`config.mk`:
```
export PLATFORM = sky130hd
export DESIGN_NAME = overlay_region_activation_tracker
export DESIGN_NICKNAME = d
export VERILOG_FILES = /design/src/design/orat_pkg.sv /design/src/design/orat_overlap.sv /design/src/design/overlay_region_activation_tracker.sv
export SDC_FILE = /design/constraint.sdc
export NUM_CORES = 2
export LEC_CHECK = 0
export ABC_CLOCK_PERIOD_IN_PS = 10500
export BUFFER_PORTS_ARGS = -buffer_cell sky130_fd_sc_hd__buf_2
export CAP_MARGIN = 0
export CORE_UTILIZATION = 45
export CTS_BUF_LIST = sky130_fd_sc_hd__clkbuf_4 sky130_fd_sc_hd__clkbuf_8
export DETAILED_ROUTE_END_ITERATION = 8
export PLACE_DENSITY = 0.6
export SYNTH_ARGS = -nofsm -noshare
export SYNTH_HDL_FRONTEND = slang
export SYNTH_SLANG_ARGS = --single-unit
```
`constraint.sdc`:
```
create_clock -name clk -period 10.5 [get_ports clk]
set_input_delay 2.1 -clock clk [delete_from_list [all_inputs] [get_ports clk]]
set_output_delay 2.1 -clock clk [all_outputs]
set_load 0.01 [all_outputs]
```
`src/design/orat_pkg.sv`:
```
package orat_pkg;

  localparam int DEFAULT_ENTRIES = 16;
  localparam int MAX_EVENTS      = 16;
  localparam int EV_CW           = $clog2(MAX_EVENTS + 1);
  localparam int EV_IW           = $clog2(MAX_EVENTS);

  localparam int ACTION_W    = 3;
  localparam int ADDR_W      = 32;
  localparam int TAG_W       = 16;
  localparam int SLOT_W      = 4;
  localparam int CNT_OUT_W   = 5;
  localparam int IN_TDATA_W  = 88;
  localparam int OUT_TDATA_W = 32;

  typedef enum logic [ACTION_W-1:0] {
    ACT_REGISTER  = 3'd0,
    ACT_WRITE     = 3'd1,
    ACT_FORCE_ON  = 3'd2,
    ACT_FORCE_OFF = 3'd3,
    ACT_QUERY     = 3'd4
  } action_t;

  typedef enum logic [1:0] {
    ST_OK      = 2'd0,
    ST_NO_SLOT = 2'd1,
    ST_FULL    = 2'd2
  } status_t;

  typedef enum logic [3:0] {
    S_IDLE,
    S_ORD,
    S_OCK,
    S_JSCAN,
    S_IRD,
    S_ICK,
    S_FRD,
    S_FCK,
    S_EMIT
  } state_t;

  typedef struct packed {
    logic [TAG_W-1:0] tag;
    logic             on;
  } event_t;

endpackage

```
`src/design/orat_overlap.sv`:
```
module orat_overlap (
  input  logic [orat_pkg::ADDR_W-1:0] a_base,
  input  logic [orat_pkg::ADDR_W-1:0] a_end,
  input  logic [orat_pkg::ADDR_W-1:0] b_base,
  input  logic [orat_pkg::ADDR_W-1:0] b_end,
  output logic                        hit
);
  import orat_pkg::*;

  // ends are precomputed with wraparound
  assign hit = (a_base < b_end) && (a_end > b_base);

endmodule

```
`src/design/overlay_region_activation_tracker.sv`:
```
// channel | dir | tdata (low bit up)                                  | tuser      | tlast
// in_     | in  | addr[31:0] length[63:32] tag[79:64] slot[83:80]     | action     | -
// out_    | out | event_tag[15:0] event_active[16] status[18:17]      | event_valid| last
//         |     | entry_active[19] active_count[24:20]                |            |
// register, query, bad slot or unknown action: the state goes straight to S_EMIT
// force activate or deactivate: S_FRD reads the region table, S_FCK updates, then S_EMIT
// write: S_ORD and S_OCK check regions until one turns on; for an overlapping region,
// S_JSCAN scans, S_IRD and S_ICK compare each active region; S_EMIT loads the results
// rst_n clears control, counts and active bits; table entries are undefined until registered
// in_tready is low from a transfer until its last result is loaded; out stalls only hold
// the result stage
module overlay_region_activation_tracker #(
  parameter int ENTRIES = orat_pkg::DEFAULT_ENTRIES
) (
  input  logic                             clk,
  input  logic                             rst_n,
  input  logic                             in_tvalid,
  output logic                             in_tready,
  input  logic [orat_pkg::IN_TDATA_W-1:0]  in_tdata,   // addr, length, tag, slot
  input  logic [orat_pkg::ACTION_W-1:0]    in_tuser,   // action
  output logic                             out_tvalid,
  input  logic                             out_tready,
  output logic [orat_pkg::OUT_TDATA_W-1:0] out_tdata,  // event_tag, event_active, status,
                                                       // entry_active, active_count
  output logic                             out_tuser,  // event_valid
  output logic                             out_tlast
);
  import orat_pkg::*;

  localparam int CNT_W = $clog2(ENTRIES + 1);
  localparam int IDX_W = (ENTRIES > 1) ? $clog2(ENTRIES) : 1;
  localparam int CMP_W = CNT_W + SLOT_W;

  logic [ADDR_W-1:0] in_addr, in_len, in_end;
  logic [TAG_W-1:0]  in_tag;
  logic [SLOT_W-1:0] in_slot;
  logic              in_fire;
  logic              slot_ok;

  state_t            state_r, state_nxt;
  logic [CNT_W-1:0]  rcnt_r, rcnt_nxt;
  logic [CNT_W-1:0]  acnt_r, acnt_nxt;
  logic [ENTRIES-1:0] active_r, active_nxt;
  action_t           act_r, act_nxt;
  status_t           status_r, status_nxt;
  logic              qact_r, qact_nxt;
  logic [IDX_W-1:0]  slot_r, slot_nxt;
  logic [ADDR_W-1:0] wr_base_r, wr_base_nxt, wr_end_r, wr_end_nxt;
  logic [CNT_W-1:0]  i_r, i_nxt, j_r, j_nxt;
  logic [ADDR_W-1:0] ib_r, ib_nxt, ie_r, ie_nxt;
  logic [TAG_W-1:0]  itag_r, itag_nxt;
  logic [EV_CW-1:0]  evn_r, evn_nxt, rd_r, rd_nxt;

  logic              out_valid_r, out_valid_nxt;
  logic              out_evv_r, out_evv_nxt;
  logic [TAG_W-1:0]  out_tag_r, out_tag_nxt;
  logic              out_on_r, out_on_nxt;
  status_t           out_status_r, out_status_nxt;
  logic              out_qact_r, out_qact_nxt;
  logic [CNT_OUT_W-1:0] out_cnt_r, out_cnt_nxt;
  logic              out_last_r, out_last_nxt;
  logic [CNT_W+CNT_OUT_W-1:0] cnt_ext;

  logic [ADDR_W-1:0] base_mem [ENTRIES];
  logic [ADDR_W-1:0] end_mem  [ENTRIES];
  logic [TAG_W-1:0]  tag_mem  [ENTRIES];
  logic              mem_we;
  logic [IDX_W-1:0]  mem_ra;
  logic [ADDR_W-1:0] rd_base_r, rd_end_r;
  logic [TAG_W-1:0]  rd_tag_r;

  event_t            ev_buf [MAX_EVENTS];
  logic              ev_push, ev_we;
  event_t            ev_wdata, ev_rdata;

  logic [ADDR_W-1:0] cmp_base, cmp_end;
  logic              hit;
  logic              res_last;

  assign in_addr = in_tdata[ADDR_W-1:0];
  assign in_len  = in_tdata[2*ADDR_W-1:ADDR_W];
  assign in_tag  = in_tdata[2*ADDR_W+TAG_W-1:2*ADDR_W];
  assign in_slot = in_tdata[2*ADDR_W+TAG_W+SLOT_W-1:2*ADDR_W+TAG_W];
  assign in_end  = in_addr + in_len;

  assign in_tready = (state_r == S_IDLE);
  assign in_fire   = in_tvalid && in_tready;
  assign slot_ok   = CMP_W'(in_slot) < CMP_W'(rcnt_r);

  assign cmp_base = (state_r == S_OCK) ? wr_base_r : ib_r;
  assign cmp_end  = (state_r == S_OCK) ? wr_end_r  : ie_r;

  orat_overlap u_overlap (
    .a_base (rd_base_r),
    .a_end  (rd_end_r),
    .b_base (cmp_base),
    .b_end  (cmp_end),
    .hit    (hit)
  );

  assign ev_rdata = ev_buf[rd_r[EV_IW-1:0]];
  assign res_last = (evn_r == '0) || ((rd_r + 1'b1) == evn_r);
  assign cnt_ext  = {CNT_OUT_W'(0), acnt_r};

  always_comb begin
    unique case (state_r)
      S_ORD:   mem_ra = i_r[IDX_W-1:0];
      S_IRD:   mem_ra = j_r[IDX_W-1:0];
      default: mem_ra = slot_r;
    endcase
  end

  always_comb begin
    state_nxt      = state_r;
    rcnt_nxt       = rcnt_r;
    acnt_nxt       = acnt_r;
    active_nxt     = active_r;
    act_nxt        = act_r;
    status_nxt     = status_r;
    qact_nxt       = qact_r;
    slot_nxt       = slot_r;
    wr_base_nxt    = wr_base_r;
    wr_end_nxt     = wr_end_r;
    i_nxt          = i_r;
    j_nxt          = j_r;
    ib_nxt         = ib_r;
    ie_nxt         = ie_r;
    itag_nxt       = itag_r;
    evn_nxt        = evn_r;
    rd_nxt         = rd_r;
    out_valid_nxt  = out_valid_r && !out_tready;
    out_evv_nxt    = out_evv_r;
    out_tag_nxt    = out_tag_r;
    out_on_nxt     = out_on_r;
    out_status_nxt = out_status_r;
    out_qact_nxt   = out_qact_r;
    out_cnt_nxt    = out_cnt_r;
    out_last_nxt   = out_last_r;
    mem_we         = 1'b0;
    ev_push        = 1'b0;
    ev_wdata       = '0;

    unique case (state_r)
      S_IDLE: begin
        if (in_fire) begin
          act_nxt     = action_t'(in_tuser);
          status_nxt  = ST_OK;
          qact_nxt    = 1'b0;
          evn_nxt     = '0;
          rd_nxt      = '0;
          slot_nxt    = IDX_W'(in_slot);
          wr_base_nxt = in_addr;
          wr_end_nxt  = in_end;
          i_nxt       = '0;
          state_nxt   = S_EMIT;
          case (action_t'(in_tuser))
            ACT_REGISTER: begin
              if (rcnt_r == CNT_W'(ENTRIES)) begin
                status_nxt = ST_FULL;
              end else begin
                mem_we = 1'b1;
                active_nxt[rcnt_r[IDX_W-1:0]] = 1'b0;
                rcnt_nxt = rcnt_r + 1'b1;
              end
            end
            ACT_WRITE: begin
              if (rcnt_r != '0) begin
                state_nxt = S_ORD;
              end
            end
            ACT_FORCE_ON, ACT_FORCE_OFF, ACT_QUERY: begin
              if (!slot_ok) begin
                status_nxt = ST_NO_SLOT;
              end else if (action_t'(in_tuser) == ACT_QUERY) begin
                qact_nxt = active_r[IDX_W'(in_slot)];
              end else begin
                state_nxt = S_FRD;
              end
            end
            default: begin
              state_nxt = S_EMIT;
            end
          endcase
        end
      end
      S_FRD: begin
        state_nxt = S_FCK;
      end
      S_FCK: begin
        if (act_r == ACT_FORCE_ON && !active_r[slot_r]) begin
          active_nxt[slot_r] = 1'b1;
          acnt_nxt = acnt_r + 1'b1;
          ev_push  = 1'b1;
          ev_wdata = '{tag: rd_tag_r, on: 1'b1};
        end else if (act_r == ACT_FORCE_OFF && active_r[slot_r]) begin
          active_nxt[slot_r] = 1'b0;
          acnt_nxt = acnt_r - 1'b1;
          ev_push  = 1'b1;
          ev_wdata = '{tag: rd_tag_r, on: 1'b0};
        end
        state_nxt = S_EMIT;
      end
      S_ORD: begin
        state_nxt = S_OCK;
      end
      S_OCK: begin
        if (hit) begin
          ib_nxt    = rd_base_r;
          ie_nxt    = rd_end_r;
          itag_nxt  = rd_tag_r;
          j_nxt     = '0;
          state_nxt = S_JSCAN;
        end else begin
          i_nxt     = i_r + 1'b1;
          state_nxt = ((i_r + 1'b1) == rcnt_r) ? S_EMIT : S_ORD;
        end
      end
      S_JSCAN: begin
        if (j_r == rcnt_r) begin
          if (!active_r[i_r[IDX_W-1:0]]) begin
            active_nxt[i_r[IDX_W-1:0]] = 1'b1;
            acnt_nxt  = acnt_r + 1'b1;
            ev_push   = 1'b1;
            ev_wdata  = '{tag: itag_r, on: 1'b1};
            state_nxt = S_EMIT;
          end else begin
            i_nxt     = i_r + 1'b1;
            state_nxt = ((i_r + 1'b1) == rcnt_r) ? S_EMIT : S_ORD;
          end
        end else if (j_r == i_r || !active_r[j_r[IDX_W-1:0]]) begin
          j_nxt = j_r + 1'b1;
        end else begin
          state_nxt = S_IRD;
        end
      end
      S_IRD: begin
        state_nxt = S_ICK;
      end
      S_ICK: begin
        if (hit) begin
          active_nxt[j_r[IDX_W-1:0]] = 1'b0;
          acnt_nxt = acnt_r - 1'b1;
          ev_push  = 1'b1;
          ev_wdata = '{tag: rd_tag_r, on: 1'b0};
        end
        j_nxt     = j_r + 1'b1;
        state_nxt = S_JSCAN;
      end
      S_EMIT: begin
        if (!out_valid_r || out_tready) begin
          out_valid_nxt  = 1'b1;
          out_evv_nxt    = (evn_r != '0);
          out_tag_nxt    = (evn_r != '0) ? ev_rdata.tag : '0;
          out_on_nxt     = (evn_r != '0) ? ev_rdata.on : 1'b0;
          out_status_nxt = status_r;
          out_qact_nxt   = qact_r;
          out_cnt_nxt    = cnt_ext[CNT_OUT_W-1:0];
          out_last_nxt   = res_last;
          rd_nxt         = rd_r + 1'b1;
          if (res_last) begin
            state_nxt = S_IDLE;
          end
        end
      end
      default: begin
        state_nxt = S_IDLE;
      end
    endcase

    ev_we = ev_push && (evn_r < EV_CW'(MAX_EVENTS));
    if (ev_we) begin
      evn_nxt = evn_r + 1'b1;
    end
  end

  always_ff @(posedge clk) begin
    if (!rst_n) begin
      state_r     <= S_IDLE;
      rcnt_r      <= '0;
      acnt_r      <= '0;
      active_r    <= '0;
      out_valid_r <= 1'b0;
    end else begin
      state_r     <= state_nxt;
      rcnt_r      <= rcnt_nxt;
      acnt_r      <= acnt_nxt;
      active_r    <= active_nxt;
      out_valid_r <= out_valid_nxt;
    end
  end

  always_ff @(posedge clk) begin
    act_r        <= act_nxt;
    status_r     <= status_nxt;
    qact_r       <= qact_nxt;
    slot_r       <= slot_nxt;
    wr_base_r    <= wr_base_nxt;
    wr_end_r     <= wr_end_nxt;
    i_r          <= i_nxt;
    j_r          <= j_nxt;
    ib_r         <= ib_nxt;
    ie_r         <= ie_nxt;
    itag_r       <= itag_nxt;
    evn_r        <= evn_nxt;
    rd_r         <= rd_nxt;
    out_evv_r    <= out_evv_nxt;
    out_tag_r    <= out_tag_nxt;
    out_on_r     <= out_on_nxt;
    out_status_r <= out_status_nxt;
    out_qact_r   <= out_qact_nxt;
    out_cnt_r    <= out_cnt_nxt;
    out_last_r   <= out_last_nxt;
  end

  // region table, one write and one registered read port
  always_ff @(posedge clk) begin
    if (mem_we) begin
      base_mem[rcnt_r[IDX_W-1:0]] <= in_addr;
      end_mem[rcnt_r[IDX_W-1:0]]  <= in_end;
      tag_mem[rcnt_r[IDX_W-1:0]]  <= in_tag;
    end
    rd_base_r <= base_mem[mem_ra];
    rd_end_r  <= end_mem[mem_ra];
    rd_tag_r  <= tag_mem[mem_ra];
  end

  always_ff @(posedge clk) begin
    if (ev_we) begin
      ev_buf[evn_r[EV_IW-1:0]] <= ev_wdata;
    end
  end

  assign out_tvalid = out_valid_r;
  assign out_tuser  = out_evv_r;
  assign out_tlast  = out_last_r;
  assign out_tdata  = {7'b0, out_cnt_r, out_qact_r, out_status_r, out_on_r, out_tag_r};

endmodule

```
==> flow_metrics.py <==
metrics = {
    "run_status": {
        "status": "finished, final reports clean",
    },
    "global_route": {
        "grt_pass1_vias": 44854,
        "antenna_found_initial": 17,
        "grt_pass1_wl_um": 283000,
        "track_usage": 0.222,
        "grt_max_degree": 177,
        "grt-ovfl-total": 0,
    },
    "synth": {
        "synth_area_um2": 75700,
        "synth_cells": 5408,
        "ys_warn_count": 0,
        "async_flop_share": 0,
        "synth_edf_count": 1753,
        "synth_ff_type": "edfxtp_1",
        "syn_avg_cell_area_um2": 14.0,
        "ys_seq_area_frac": 0.725,
        "synth_cell_types": 75,
        "synth-seq-cells": 1864,
    },
    "job": {
        "maxCapViolCount": 0,
    },
    "cts": {
        "h-tree-depth": 5,
        "cts.repair.resized": 0,
        "cts_tree": "yes",
        "post-cts-setup-buffers": 0,
        "cts_hold_buf": 0,
        "clock-root-buffer": "clkbuf_8",
        "insertion_delay_ps": 1070,
        "cts.sinks": 1864,
        "cts_buffers": 324,
        "clkTransAtPathRegs_ps": 60,
        "cts.path.max_buffers": 4,
    },
    "die": {
        "rows": 150,
        "core_area_um2": 167000,
        "die_area_um2": 170000,
        "die_h_um": 412,
        "initial_utilization": 0.453,
        "die_w_um": 412,
        "pin_count": 131,
    },
    "worst_setup_path": {
        "crit_top_cell": "nand3_1",
        "critPathMaxStageDelay_ps": 940,
        "cp_max_fo": 67,
        "path_buf_inv": 2,
        "slowest_stage": "o31ai_4",
        "cp_top_family": "compound AO/OA/AOI/OAI gates",
        "crit_required_ps": 11180,
        "cp-start-kind": "register",
        "critical_path_class": "reg2reg",
        "crit_path_cell_trace": "nor4b_4, buf_12, mux2i_1, ha_1, nand3_1, nor3_1, nand3_1, a41oi_1, o211ai_1, o31ai_4, o21ai_1, nor2_2, buf_4",
        "crit_arrival_ps": 7230,
        "ff2ff_setup_slack_ps": 3960,
        "end_kind": "register",
    },
    "sta": {
        "fin_skew_ps": 107,
        "rsz0062_at_grt": "false",
        "finalSetupViolCount": 0,
        "max_slew.worst_pin.slew_ps": 1250,
        "finalSetupTns_ps": 0,
        "period_share": 0.623,
        "drv_slew": 0,
        "finalHoldViolations": 0,
        "fmax_ghz": 0.153,
        "maxSlewHeadroom": 0.158,
        "period_minus_slack_ps": 6540,
    },
    "detailed_routing": {
        "drt-pass1-iter-count": 6,
        "via_per_inst": 5.72,
        "drc": 0,
        "ant_nets": 0,
        "routed_wirelength_um": 191000,
        "vias": 46067,
        "wl_per_cell_um": 23.6,
        "drtIter0Drc": 4253,
    },
    "cells_and_area": {
        "nets": 5824,
        "final_area_um2": 85000,
        "drive_gt1_frac": 0.154,
        "final_cell_mix": "edfxtp_1, nand2_1, nand3_1",
        "area_growth_syn_to_layout_pct": 12.4,
        "layout_commonest_cell": "edfxtp_1",
        "nFillCells": 14072,
    },
    "power": {
        "power.density_nw_per_um2": 209,
        "p_leak_nw": 28.5,
        "peakVddDrop_mv": 0.162,
    },
    "place": {
        "place_area_um2": 78700,
        "portBuffers": 119,
        "gp_congestion": 0.838,
        "post-dp-hpwl_um": 98100,
    },
    "worst_hold_path": {
        "hp-class": "reg2reg",
    },
}
-- cells by family (layout without fill, tap and decap cells) --
family                   count (synthesis)  count (layout)  synth area share
multiplexers                           174             174            0.0402
buffers and inverters                  374             808            0.0205
other                                    1              13         0.0000496
AND/OR/NAND/NOR                       2142            2142             0.124
adder cells (fa/ha/maj)                117             117            0.0194
XOR/XNOR                                66              66           0.00764
flip-flops                            1864            1864             0.725
AO/OA/AOI/OAI                          670             670            0.0635
-- area by class of cell --
class,instances,area (µm²),area share
flip-flops and latches,1864,54900,0.645
multi-input cells,3176,19500,0.229
clock buffers,487,5840,0.0687
well taps,2204,2760,0.0324
repair buffers,222,1490,0.0176
clock inverters,75,479,0.00563
inverters,24,92.6,0.00109
diodes,6,15.0,0.000177
-- cell usage after synthesis, drive strengths merged (23+ instances only) --
library cell,count,area share
a21o,23,0.0023
a21oi,142,0.0094
a311oi,259,0.030
a31oi,94,0.0078
and2,31,0.0026
and3,183,0.015
buf,118,0.0078
clkbuf,232,0.012
dfxtp,111,0.029
edfxtp,1753,0.70
ha,116,0.019
inv,24,0.0012
mux2i,69,0.0091
mux4,104,0.031
nand2,1376,0.068
nand3,363,0.024
nor2,85,0.0042
o21ai,67,0.0044
xnor2,36,0.0042
xor2,30,0.0035
-- where the power goes --
| group | switching [mW] | leakage (nW) | internal, mW |
|---|---|---|---|
| registers | 0.190 | 16.2 | 8.52 |
| clock network | 2.85 | 3.37 | 3.66 |
| logic | 1.72 | 8.95 | 0.809 |
| total | 4.76 | 28.5 | 13.0 |
-- sequential cells by signal (all words and copies together), names as in the netlist, 4 cells and up --
register,flops
acnt_r,5
active_r,16
base_mem,512
end_mem,512
ev_buf,272
evn_r,5
i_r,5
ib_r,32
ie_r,32
itag_r,16
j_r,5
out_cnt_r,5
out_tag_r,16
rcnt_r,5
rd_base_r,32
rd_end_r,32
rd_r,5
rd_tag_r,16
slot_r,4
state_r,4
tag_mem,256
wr_base_r,32
wr_end_r,32
-- through the flow --
step | worst slack, ps | power [mW] | hold WS (ps) | util | std cells
6_report | 3960 | 17.7 | 398 | 0.509 | 8058
5_1_grt | 3580 | 18.4 | 423 | 0.509 | 8057
4_1_cts | 3800 | 17.9 | 400 | 0.509 | 8052
3_5_place_dp | 3820 | 11.4 | 413 | 0.471 | 7490
3_3_place_gp | 3920 | 11.4 | 414 | 0.471 | 7490
2_1_floorplan | 1370 | 10.5 | 400 | - | 5414
-- routing by layer --
layer | track usage | vias up | share of wire
met3 | 0.0377 | 347 | 0.064
met4 | 0.0679 | 8 | 0.023
met2 | 0.357 | 1634 | 0.48
met1 | 0.309 | 23246 | 0.44
li1 | - | 20832 | -
met5 | 0 | - | 0.00030
-- worst paths after layout --
path | depth (start not counted) | endpoint | startpoint
max reg2reg | 13 | ev_buf[15][14]$_DFFE_PP_ | state_r[1]$_SDFFE_PN0P_
min | 0 | ie_r[3]$_DFFE_PP_ | rd_end_r[3]$_DFF_P_
min reg2reg | 0 | ie_r[3]$_DFFE_PP_ | rd_end_r[3]$_DFF_P_
max | 13 | ev_buf[15][14]$_DFFE_PP_ | state_r[1]$_SDFFE_PN0P_
Note: power is estimated with default switching activity, not from simulation.
